<file path="src/hdl/mfpf_pkg.sv">
// shared constants and control types for the most frequent prime factor unit
`timescale 1ns / 1ps
package mfpf_pkg;

  localparam int VALUE_WIDTH = 31;
  localparam int COUNT_WIDTH = 5;
  localparam int RUN_WIDTH   = $clog2(VALUE_WIDTH + 1);
  localparam int SQ_WIDTH    = VALUE_WIDTH + 1;
  localparam int DCNT_WIDTH  = $clog2(VALUE_WIDTH);
  localparam int SAT_WIDTH   = (RUN_WIDTH > COUNT_WIDTH) ? RUN_WIDTH : COUNT_WIDTH;

  localparam logic [COUNT_WIDTH-1:0] COUNT_MAX = COUNT_WIDTH'(31);
  localparam logic [VALUE_WIDTH-1:0] FIRST_DIVISOR = VALUE_WIDTH'(2);
  localparam logic [SQ_WIDTH-1:0] FIRST_SQUARE = SQ_WIDTH'(4);

  typedef logic [VALUE_WIDTH-1:0] value_t;
  typedef logic [COUNT_WIDTH-1:0] count_t;

  typedef struct packed {
    logic load;
    logic div_start;
    logic div_step;
    logic div_take;
    logic next_div;
    logic finish;
  } mfpf_cmd_t;

  typedef struct packed {
    logic rest_gt1;
    logic sq_le_rest;
    logic div_last;
    logic rem_zero;
    logic out_busy;
  } mfpf_status_t;

endpackage

</file>
<file path="src/hdl/mfpf_in_if.sv">
// input channel interface carrying the number to factor
`timescale 1ns / 1ps
interface mfpf_in_if;
  import mfpf_pkg::*;

  logic   valid;
  logic   ready;
  value_t number;

  modport source (output valid, output number, input ready);
  modport sink (input valid, input number, output ready);
endinterface

</file>
<file path="src/hdl/mfpf_out_if.sv">
// result channel interface carrying the best factor and its count
`timescale 1ns / 1ps
interface mfpf_out_if;
  import mfpf_pkg::*;

  logic   valid;
  logic   ready;
  value_t best_factor;
  count_t best_count;

  modport source (output valid, output best_factor, output best_count, input ready);
  modport sink (input valid, input best_factor, input best_count, output ready);
endinterface

</file>
<file path="src/hdl/mfpf_ctrl.sv">
// controller state machine sequencing trial division
`timescale 1ns / 1ps
module mfpf_ctrl (
  input  logic                   clk,
  input  logic                   rst_n,
  input  logic                   in_valid,
  output logic                   in_ready,
  input  mfpf_pkg::mfpf_status_t status,
  output mfpf_pkg::mfpf_cmd_t    cmd
);
  import mfpf_pkg::*;

  localparam logic [2:0] S_IDLE  = 3'd0;
  localparam logic [2:0] S_CHECK = 3'd1;
  localparam logic [2:0] S_DIV   = 3'd2;
  localparam logic [2:0] S_STEP  = 3'd3;
  localparam logic [2:0] S_AGAIN = 3'd4;
  localparam logic [2:0] S_DONE  = 3'd5;

  logic [2:0] state_r;
  logic [2:0] state_nxt;

  always_comb begin
    state_nxt = state_r;
    cmd       = '0;
    in_ready  = 1'b0;
    case (state_r)
      S_IDLE: begin
        in_ready = 1'b1;
        if (in_valid) begin
          cmd.load  = 1'b1;
          state_nxt = S_CHECK;
        end
      end
      S_CHECK: begin
        if (status.rest_gt1 && status.sq_le_rest) begin
          cmd.div_start = 1'b1;
          state_nxt     = S_DIV;
        end else begin
          state_nxt = S_DONE;
        end
      end
      S_DIV: begin
        cmd.div_step = 1'b1;
        if (status.div_last) begin
          state_nxt = S_STEP;
        end
      end
      S_STEP: begin
        if (status.rem_zero) begin
          cmd.div_take = 1'b1;
          state_nxt    = S_AGAIN;
        end else begin
          cmd.next_div = 1'b1;
          state_nxt    = S_CHECK;
        end
      end
      S_AGAIN: begin
        cmd.div_start = 1'b1;
        state_nxt     = S_DIV;
      end
      S_DONE: begin
        if (!status.out_busy) begin
          cmd.finish = 1'b1;
          state_nxt  = S_IDLE;
        end
      end
      default: begin
        state_nxt = S_IDLE;
      end
    endcase
  end

  always_ff @(posedge clk) begin
    if (!rst_n) begin
      state_r <= S_IDLE;
    end else begin
      state_r <= state_nxt;
    end
  end

endmodule

</file>
<file path="src/hdl/mfpf_datapath.sv">
// datapath: remainder, divisor, running square, serial divider and result register
`timescale 1ns / 1ps
module mfpf_datapath (
  input  logic                   clk,
  input  logic                   rst_n,
  input  mfpf_pkg::mfpf_cmd_t    cmd,
  output mfpf_pkg::mfpf_status_t status,
  input  mfpf_pkg::value_t       in_number,
  output logic                   out_valid,
  input  logic                   out_ready,
  output mfpf_pkg::value_t       out_best_factor,
  output mfpf_pkg::count_t       out_best_count
);
  import mfpf_pkg::*;

  value_t                 rest_r, rest_nxt;
  value_t                 div_r, div_nxt;
  logic [SQ_WIDTH-1:0]    sq_r, sq_nxt;
  logic [RUN_WIDTH-1:0]   run_r, run_nxt;
  logic [RUN_WIDTH-1:0]   bestq_r, bestq_nxt;
  value_t                 bestf_r, bestf_nxt;
  value_t                 rem_r, rem_nxt;
  value_t                 quo_r, quo_nxt;
  logic [DCNT_WIDTH-1:0]  dcnt_r, dcnt_nxt;
  logic                   out_valid_r, out_valid_nxt;
  value_t                 outf_r, outf_nxt;
  count_t                 outq_r, outq_nxt;

  logic [VALUE_WIDTH:0]   trial;
  logic [RUN_WIDTH-1:0]   final_q;
  value_t                 final_f;
  logic [SAT_WIDTH-1:0]   final_ext;

  // one quotient bit per cycle
  assign trial = {rem_r, quo_r[VALUE_WIDTH-1]} - {1'b0, div_r};

  always_comb begin
    if (rest_r > VALUE_WIDTH'(1) && bestq_r == '0) begin
      final_f = rest_r;
      final_q = RUN_WIDTH'(1);
    end else begin
      final_f = bestf_r;
      final_q = bestq_r;
    end
    final_ext = SAT_WIDTH'(final_q);
  end

  always_comb begin
    rest_nxt      = rest_r;
    div_nxt       = div_r;
    sq_nxt        = sq_r;
    run_nxt       = run_r;
    bestq_nxt     = bestq_r;
    bestf_nxt     = bestf_r;
    rem_nxt       = rem_r;
    quo_nxt       = quo_r;
    dcnt_nxt      = dcnt_r;
    out_valid_nxt = out_valid_r;
    outf_nxt      = outf_r;
    outq_nxt      = outq_r;

    if (out_valid_r && out_ready) begin
      out_valid_nxt = 1'b0;
    end

    if (cmd.load) begin
      rest_nxt  = in_number;
      div_nxt   = FIRST_DIVISOR;
      sq_nxt    = FIRST_SQUARE;
      run_nxt   = '0;
      bestq_nxt = '0;
      bestf_nxt = '0;
    end

    if (cmd.div_start) begin
      rem_nxt  = '0;
      quo_nxt  = rest_r;
      dcnt_nxt = '0;
    end

    if (cmd.div_step) begin
      if (!trial[VALUE_WIDTH]) begin
        rem_nxt = trial[VALUE_WIDTH-1:0];
        quo_nxt = {quo_r[VALUE_WIDTH-2:0], 1'b1};
      end else begin
        rem_nxt = {rem_r[VALUE_WIDTH-2:0], quo_r[VALUE_WIDTH-1]};
        quo_nxt = {quo_r[VALUE_WIDTH-2:0], 1'b0};
      end
      dcnt_nxt = dcnt_r + DCNT_WIDTH'(1);
    end

    if (cmd.div_take) begin
      rest_nxt = quo_r;
      run_nxt  = run_r + RUN_WIDTH'(1);
    end

    if (cmd.next_div) begin
      if (run_r > bestq_r) begin
        bestq_nxt = run_r;
        bestf_nxt = div_r;
      end
      run_nxt = '0;
      div_nxt = div_r + VALUE_WIDTH'(1);
      // (d+1)^2 = d^2 + 2d + 1
      sq_nxt  = sq_r + {div_r, 1'b0} + SQ_WIDTH'(1);
    end

    if (cmd.finish) begin
      out_valid_nxt = 1'b1;
      outf_nxt      = final_f;
      if (final_ext > SAT_WIDTH'(COUNT_MAX)) begin
        outq_nxt = COUNT_MAX;
      end else begin
        outq_nxt = final_ext[COUNT_WIDTH-1:0];
      end
    end
  end

  always_ff @(posedge clk) begin
    if (!rst_n) begin
      out_valid_r <= 1'b0;
    end else begin
      out_valid_r <= out_valid_nxt;
    end
  end

  always_ff @(posedge clk) begin
    rest_r  <= rest_nxt;
    div_r   <= div_nxt;
    sq_r    <= sq_nxt;
    run_r   <= run_nxt;
    bestq_r <= bestq_nxt;
    bestf_r <= bestf_nxt;
    rem_r   <= rem_nxt;
    quo_r   <= quo_nxt;
    dcnt_r  <= dcnt_nxt;
    outf_r  <= outf_nxt;
    outq_r  <= outq_nxt;
  end

  assign status.rest_gt1   = rest_r > VALUE_WIDTH'(1);
  assign status.sq_le_rest = sq_r <= {1'b0, rest_r};
  assign status.div_last   = dcnt_r == DCNT_WIDTH'(VALUE_WIDTH - 1);
  assign status.rem_zero   = rem_r == '0;
  assign status.out_busy   = out_valid_r && !out_ready;

  assign out_valid       = out_valid_r;
  assign out_best_factor = outf_r;
  assign out_best_count  = outq_r;

endmodule

</file>
<file path="src/hdl/most_frequent_prime_factor_unit.sv">
// top level of the most frequent prime factor unit
//
// channel   dir  fields                             transfer
// in_chan   in   number[30:0]                       valid && ready
// out_chan  out  best_factor[30:0], best_count[4:0] valid && ready
//
// one item at a time; in_chan.ready is high only while the controller is idle
// each candidate divisor costs one trial division in the serial divider, plus one
// more each time it divides; an item runs candidates from two upward while the
// square of the divisor is no greater than the remainder
// reset clears the controller and the result valid; a stalled result holds in
// the output register and the next number may be taken while it waits
`timescale 1ns / 1ps
module most_frequent_prime_factor_unit (
  input logic     clk,
  input logic     rst_n,
  mfpf_in_if.sink   in_chan,
  mfpf_out_if.source out_chan
);
  import mfpf_pkg::*;

  mfpf_cmd_t    cmd;
  mfpf_status_t status;

  mfpf_ctrl u_ctrl (
    .clk      (clk),
    .rst_n    (rst_n),
    .in_valid (in_chan.valid),
    .in_ready (in_chan.ready),
    .status   (status),
    .cmd      (cmd)
  );

  mfpf_datapath u_datapath (
    .clk             (clk),
    .rst_n           (rst_n),
    .cmd             (cmd),
    .status          (status),
    .in_number       (in_chan.number),
    .out_valid       (out_chan.valid),
    .out_ready       (out_chan.ready),
    .out_best_factor (out_chan.best_factor),
    .out_best_count  (out_chan.best_count)
  );

endmodule

</file>
<file path="src/flat_wrapper.sv">
// flat-port wrapper written by rule: the top's interface ports become plain ports
module most_frequent_prime_factor_unit_flat import mfpf_pkg::*;
  (clk, rst_n, in_chan_valid, in_chan_number, in_chan_ready, out_chan_valid, out_chan_best_factor, out_chan_best_count, out_chan_ready);
  mfpf_in_if in_chan_i ();
  mfpf_out_if out_chan_i ();
  input logic clk;
  input logic rst_n;
  input wire logic [$bits(in_chan_i.valid)-1:0] in_chan_valid;
  input wire logic [$bits(in_chan_i.number)-1:0] in_chan_number;
  output wire logic [$bits(in_chan_i.ready)-1:0] in_chan_ready;
  output wire logic [$bits(out_chan_i.valid)-1:0] out_chan_valid;
  output wire logic [$bits(out_chan_i.best_factor)-1:0] out_chan_best_factor;
  output wire logic [$bits(out_chan_i.best_count)-1:0] out_chan_best_count;
  input wire logic [$bits(out_chan_i.ready)-1:0] out_chan_ready;
  assign in_chan_i.valid = in_chan_valid;
  assign in_chan_i.number = in_chan_number;
  assign in_chan_ready = in_chan_i.ready;
  assign out_chan_valid = out_chan_i.valid;
  assign out_chan_best_factor = out_chan_i.best_factor;
  assign out_chan_best_count = out_chan_i.best_count;
  assign out_chan_i.ready = out_chan_ready;
  most_frequent_prime_factor_unit u_core (.clk(clk), .rst_n(rst_n), .in_chan(in_chan_i), .out_chan(out_chan_i));
endmodule
</file>
<file path="config.mk">
export PLATFORM = sky130hd
export DESIGN_NAME = most_frequent_prime_factor_unit_flat
export DESIGN_NICKNAME = d
export VERILOG_FILES = /design/src/hdl/mfpf_pkg.sv /design/src/hdl/mfpf_in_if.sv /design/src/hdl/mfpf_out_if.sv /design/src/hdl/mfpf_ctrl.sv /design/src/hdl/mfpf_datapath.sv /design/src/hdl/most_frequent_prime_factor_unit.sv /design/src/flat_wrapper.sv
export SDC_FILE = /design/constraint.sdc
export NUM_CORES = 1
export LEC_CHECK = 0
export BUFFER_PORTS_ARGS = -buffer_cell sky130_fd_sc_hd__buf_2
export CAP_MARGIN = 30
export CORE_UTILIZATION = 62
export DETAILED_ROUTE_END_ITERATION = 8
export GPL_ROUTABILITY_DRIVEN = 0
export PLACE_DENSITY_LB_ADDON = 0.2
export SLEW_MARGIN = 20
export SYNTH_ARGS = -nofsm -noshare
export SYNTH_HDL_FRONTEND = slang
export SYNTH_SLANG_ARGS = --single-unit
</file>
<file path="constraint.sdc">
create_clock -name clk -period 16.5 [get_ports clk]
set_clock_uncertainty 0.15 [all_clocks]
set_input_delay 3.3 -clock clk [delete_from_list [all_inputs] [get_ports clk]]
set_output_delay 3.3 -clock clk [all_outputs]
set_load 0.005 [all_outputs]
</file>
### Yosys cells after proc, flatten, opt, wreduce, memory -nomap -nowiden

Cells that the tools add are included.
Widths: inputs -> output; s select.

| storage, ports and cells | value |
|---|---|
| register bits | 242 |
| output and inout bits | 38 |
| logic and storage cells | 88 |
| input port bits | 35 |

| operators by class | value |
|---|---|
| reduce and logical (&&, ||, !) cells | 13 |
| multiplexer cells | 43 |
| add/subtract/negate cells | 6 |
| order comparisons | 4 |
| equality and inequality tests | 9 |

Operators by type and width:

| cell | count |
|---|---|
| $mux 31 | 13 |
| $mux 32 | 2 |
| $mux 5 | 8 |
| $add 32x1->32 const B | 1 |
| $add 32x32->32 | 1 |
| $le 32x31->1 | 1 |
| $sub 32x31->32 | 1 |
| $add 31x1->31 const B | 1 |
| $gt 31x1->1 const B | 1 |
| $logic_not 31->1 | 1 |
| $pmux 3 s6 | 1 |
| $mux 3 | 5 |
| $mux 1 | 12 |
| $add 5x1->5 const B | 2 |
| $reduce_bool 2->1 | 4 |
| $eq 3x2->1 const B | 2 |
| $eq 3x3->1 const B | 2 |
| $eq 5x5->1 const B | 1 |
| $gt 5x5->1 | 1 |
| $gt 5x5->1 const B | 1 |
| $logic_not 5->1 | 1 |
| $logic_and 1x1->1 | 4 |
| $ne 2x2->1 const B | 2 |
| $eq 3x1->1 const B | 1 |
| other kinds (6) | 6 |

### Depth between registers and ports, before layout

| depth | value |
|---|---|
| depth in word-level cells | 6 |
| gate-level depth with buffers | 13 |
| gate-level depth less buffers | 12 |

### Modules after synthesis

From an unflattened synthesis, not the netlist that was laid out.

| unflattened totals | value |
|---|---|
| cell total of the unflattened synthesis | 1,420 |
| area total of the unflattened synthesis | 14,277.4 sq um |

Modules (own cells, without submodules):

| module | seq. area each (sq um) | cells an instance | area each (sq um) | instances |
|---|---|---|---|---|
| mfpf_datapath | 6,756.5 | 1,391 | 14,051.0 | 1 |
| mfpf_ctrl | 60.1 | 29 | 226.5 | 1 |

### Worst setup path before layout

OpenSTA, ideal clock, no wires.

| timing path | value |
|---|---|
| path type | input to register |
| from | in in_chan_valid |
| to | reg u_core.u_datapath.div_r[0] (enable) |
| library setup time | 0.422 ns |
| arrival time | 5.364 ns |
| slack | 10.563 ns |
| required time | 15.928 ns |
| stages | 5 |
| path buffers | 2 |
| cell sequence | nand2b_1 -> or3_1 -> clkbuf_1 -> clkbuf_1 -> nand2_1 |

| between the ends | value |
|---|---|
| cells in the longest elaborated chain, start to end | 3 |

RTL lines:

| what | line | source |
|---|---|---|
| from (decl) | flat_wrapper.sv:8 | `input wire logic [$bits(in_chan_i.valid)-1:0] in_chan_valid;` |
| $mux 1 | mfpf_ctrl.sv:30 | `if (in_valid) begin` |
| $mux 1 | mfpf_ctrl.sv:27 | `case (state_r)` |
| $reduce_bool 2->1 (no line) | n/a |  |
| to (signal assigned) | mfpf_datapath.sv:129 | `div_r <= div_nxt;` |
| to (decl) | mfpf_datapath.sv:17 | `value_t div_r, div_nxt;` |

No other way between the ends.
A chain may end at the register's enable or synchronous reset.

### Worst setup path in the final report

| timing path | value |
|---|---|
| from | in in_chan_valid |
| to | reg u_core.u_datapath.sq_r[27] (enable) |

| between the ends | value |
|---|---|
| cells in the longest elaborated chain, start to end | 3 |

RTL lines:

| what | line | source |
|---|---|---|
| $mux 1 | mfpf_ctrl.sv:30 |  |
| $mux 1 | mfpf_ctrl.sv:27 |  |
| $reduce_bool 2->1 (no line) | n/a |  |
| to (signal assigned) | mfpf_datapath.sv:130 | `sq_r <= sq_nxt;` |
| to (decl) | mfpf_datapath.sv:18 | `logic [SQ_WIDTH-1:0] sq_r, sq_nxt;` |

No other way between the ends.

==> results.rst <==
.. list-table::
   :header-rows: 1

   * - Metric
     - Value
   * - Outcome
     - complete, no violations
   * - YS warnings
     - 0
   * - Hold Path Class
     - flip-flop to flip-flop
   * - Number of nets still failing antenna checks after routing
     - 0
   * - Post-synth top flop
     - sky130_fd_sc_hd__edfxtp_1
   * - Reported max-cap violation count
     - 0
   * - Standby leakage power
     - 6.188 nW
   * - Relative area change from synthesis to final layout
     - 11.40%
   * - Die H
     - 153.1 um
   * - Period utilisation layout
     - 0.3069
   * - Post-route minimum period
     - 5.063 ns
   * - Worst-case headroom to the max-slew limit
     - 0.3803
   * - Area of the placeable core
     - 22090 um^2
   * - Total via count in the routed design
     - 10840
   * - Count of endpoints failing hold in the final timing report
     - 0
   * - Biggest area contributors in the synthesized netlist
     - sky130_fd_sc_hd__edfxtp_1 (42%), sky130_fd_sc_hd__ha_1 (8.9%), sky130_fd_sc_hd__dfxtp_1 (6.4%)
   * - Initial core utilization
     - 0.6411
   * - Nature of the critical path startpoint
     - primary input
   * - WS Path Type
     - primary input to flip-flop
   * - Port-buffer cells
     - 72
   * - Maximum resistive drop on vdd
     - 0.0001230 V
   * - Launching element of the worst setup path
     - in_chan_valid
   * - Final design instance area without fill
     - 15780 um^2
   * - CTS H-tree depth
     - 1
   * - Number of iterations in the first detailed-routing pass
     - 6
   * - Die boundary width
     - 153.1 um
   * - Post-synthesis cell type count
     - 69
   * - Number of DRC markers in iteration 0
     - 1057
   * - Most Frequent Cell on Critical Path
     - sky130_fd_sc_hd__buf_4
   * - CP max stage cell
     - sky130_fd_sc_hd__buf_4
   * - Total power
     - 3.214 mW
   * - First-pass GRT wire length
     - 52.49 mm
   * - Detailed-route DRC error count
     - 0
   * - Slew @ Worst Pin
     - 0.9061 ns
   * - Total power per unit cell area
     - 203.7 nW/um^2
   * - CP Max Fanout
     - 40
   * - Post-Route WL
     - 32.70 mm
   * - Clock latency at the later pin of the worst-skew pair
     - 0.54 ns
   * - Setup violation total in the final timing report
     - 0
   * - Row count
     - 54
   * - Boundary Pins
     - 73
   * - Post-cts resize count
     - 0
   * - Fmax
     - 0.1975 GHz
   * - Summed negative setup slack over all endpoints
     - 0 ns
   * - Routed length per placed instance
     - 18.42 um
   * - Pins Over Slew Limit
     - 0
   * - Sequential element share of the synthesized area
     - 0.4813
   * - Count of flip-flops with a built-in enable after synthesis
     - 197
   * - Largest net degree at the start of global routing
     - 65
   * - WP data required
     - 16.52 ns
   * - Clock Path Buffers
     - 3
   * - Asr flop ratio synth
     - 0
   * - Layout cell share with drive strength beyond 1
     - 0.1197
   * - Area leader, netlist
     - sky130_fd_sc_hd__edfxtp_1
   * - CTS sink count
     - 242
   * - Arrival time reported for the critical path endpoint
     - 5.09 ns
   * - CTS root buf
     - sky130_fd_sc_hd__clkbuf_16
   * - Total GRT Usage
     - 0.2804
   * - CP peak stage delay
     - 0.55 ns
   * - Post-layout net count
     - 1612
   * - Fraction of synthesized cell area taken by the top area cell type
     - 0.4177
   * - Start point of the worst min-delay path
     - u_core.u_datapath.bestq_r[1]
   * - Commonest cells after routing, fill and taps aside
     - sky130_fd_sc_hd__edfxtp_1 (197), sky130_fd_sc_hd__o21ai_0 (136), sky130_fd_sc_hd__nor2_1 (133), sky130_fd_sc_hd__nand2_1 (116), sky130_fd_sc_hd__ha_1 (101)
   * - Cell chain of the critical path
     - buf_2, nand2b_1, or3_1, buf_4, nand2_2, buf_4
   * - Most common cell after layout, fill and taps aside
     - sky130_fd_sc_hd__edfxtp_1
   * - Residual overflow from global routing
     - 0
   * - Total standard cell area after synthesis
     - 14160 um^2
   * - Clock tree from TritonCTS
     - done
   * - Setup repair after global routing missed its margin
     - no
   * - Number of buffers inserted by hold repair at cts
     - 0
   * - R2R Path Start
     - u_core.u_datapath.div_r[4]
   * - Area of the die
     - 23450 um^2
   * - Antenna diode count
     - 0
   * - Crit. End Element
     - flip-flop
   * - Final HPWL from detailed placement
     - 24.10 mm
   * - Placed cell area
     - 14850 um^2
   * - Mapped Cells
     - 1407
   * - Number of buffers inserted to repair setup after CTS
     - 0
   * - Mean post-synth cell area
     - 10.07 um^2
   * - Via count of the first global-routing pass
     - 10240
   * - Number of antenna violations at the first check in global routing
     - 0
   * - Synthesis-stage register bit count
     - 242
   * - Hold slack final
     - 0.2854 ns
   * - Clk slew on worst S/H paths
     - 0.06 ns
   * - Post-synth net total
     - 1545
   * - Detailed-route vias per instance
     - 6.105
   * - Total clock buffers created by CTS
     - 27
## worst max-delay path, delay by kind of cell
kind	cells	cell delay, ns
and+or+nand+nor	3	0.85
buffers and inverters	3	0.89
## registers in the layout (all words and copies together), names as in the netlist
register                           count
u_core.u_datapath.run_r                5
u_core.u_datapath.bestq_r              5
u_core.u_datapath.out_best_factor     31
u_core.u_datapath.sq_r                32
u_core.u_datapath.dcnt_r               5
u_core.u_datapath.bestf_r             31
u_core.u_datapath.out_valid            1
u_core.u_datapath.rem_r               31
u_core.u_datapath.rest_r              31
u_core.u_ctrl.state_r                  3
u_core.u_datapath.out_best_count       5
u_core.u_datapath.div_r               31
u_core.u_datapath.quo_r               31
## cells in the mapped netlist (4+ instances only)
master                     instances
sky130_fd_sc_hd__a21o_1           37
sky130_fd_sc_hd__nand3_1          62
sky130_fd_sc_hd__nor2b_1          10
sky130_fd_sc_hd__o21ai_0         137
sky130_fd_sc_hd__and2_1           10
sky130_fd_sc_hd__xnor2_1          58
sky130_fd_sc_hd__o21a_1           15
sky130_fd_sc_hd__edfxtp_1        197
sky130_fd_sc_hd__nand3b_1          4
sky130_fd_sc_hd__clkbuf_1         44
sky130_fd_sc_hd__o31ai_1           6
sky130_fd_sc_hd__inv_1            92
sky130_fd_sc_hd__nor4_1           23
sky130_fd_sc_hd__a31oi_1          12
sky130_fd_sc_hd__nand2b_1         13
sky130_fd_sc_hd__xor2_1           22
sky130_fd_sc_hd__nor3_1           22
sky130_fd_sc_hd__nand4_1          21
sky130_fd_sc_hd__a21oi_1          68
sky130_fd_sc_hd__mux2i_1          26
sky130_fd_sc_hd__a211oi_1         15
sky130_fd_sc_hd__nand2_1         117
sky130_fd_sc_hd__and3_1           11
sky130_fd_sc_hd__buf_6             4
sky130_fd_sc_hd__nor2_1          134
sky130_fd_sc_hd__ha_1            101
sky130_fd_sc_hd__o211ai_1          8
sky130_fd_sc_hd__mux2_2           32
sky130_fd_sc_hd__dfxtp_1          45
## path summary, 6_finish.rpt
check	end	slack (ns)	cells after the start
max	u_core.u_datapath.sq_r[27]	11.44	6
min	u_core.u_datapath.out_best_count[1]	0.29	0
max reg2reg	u_core.u_datapath.quo_r[0]	12.47	12
min reg2reg	u_core.u_datapath.out_best_count[1]	0.29	0
## layer usage
metal  global-route usage  routed length (um)  vias to the layer above
met5                    0                   0                        -
met4              0.09428                1061                        0
met3              0.03261                2558                       61
met2               0.4286               14260                      417
met1               0.4150               14830                     5085
li1                     -                   -                     5274
## final cells by class
class | instances | area [um^2]
fillers | 1585 | 6316
inverters | 92 | 345.3
clock buffers | 40 | 784.5
well taps | 280 | 350.3
clock inverters | 10 | 80.08
repair buffers | 87 | 538.0
flip-flops and latches | 242 | 6817
multi-input cells | 1024 | 6863
## power breakdown
part	switching [mW]	internal [mW]	leakage, nW	total, mW
registers	0.154	0.925	2.23	1.08
clock network	0.238	0.344	0.430	0.582
logic	0.922	0.631	3.53	1.55
total	1.31	1.90	6.19	3.21
## cell families (layout without fill, tap and decap cells)
kind of cell | count (synthesis) | in the layout | share of synthesized area
buffers and inverters | 141 | 229 | 0.03949
adders and majority gates | 103 | 103 | 0.09205
xor gates and xnor gates | 80 | 80 | 0.04947
AOI/OAI and AO/OA | 335 | 335 | 0.1453
muxes | 58 | 58 | 0.04382
and+or+nand+nor | 448 | 448 | 0.1486
DFF | 242 | 242 | 0.4813
## stage by stage
step                      worst slack [ns]  utilization  std cells
after floorplan                      10.56            -       1407
after global placement               10.92       0.6707       1721
after detailed placement             10.88       0.6719       1722
after CTS                            11.45       0.7111       1772
after global routing                 11.29       0.7141       1775
final                                11.44       0.7141       1775
Note: power is estimated with default switching activity, not from simulation.
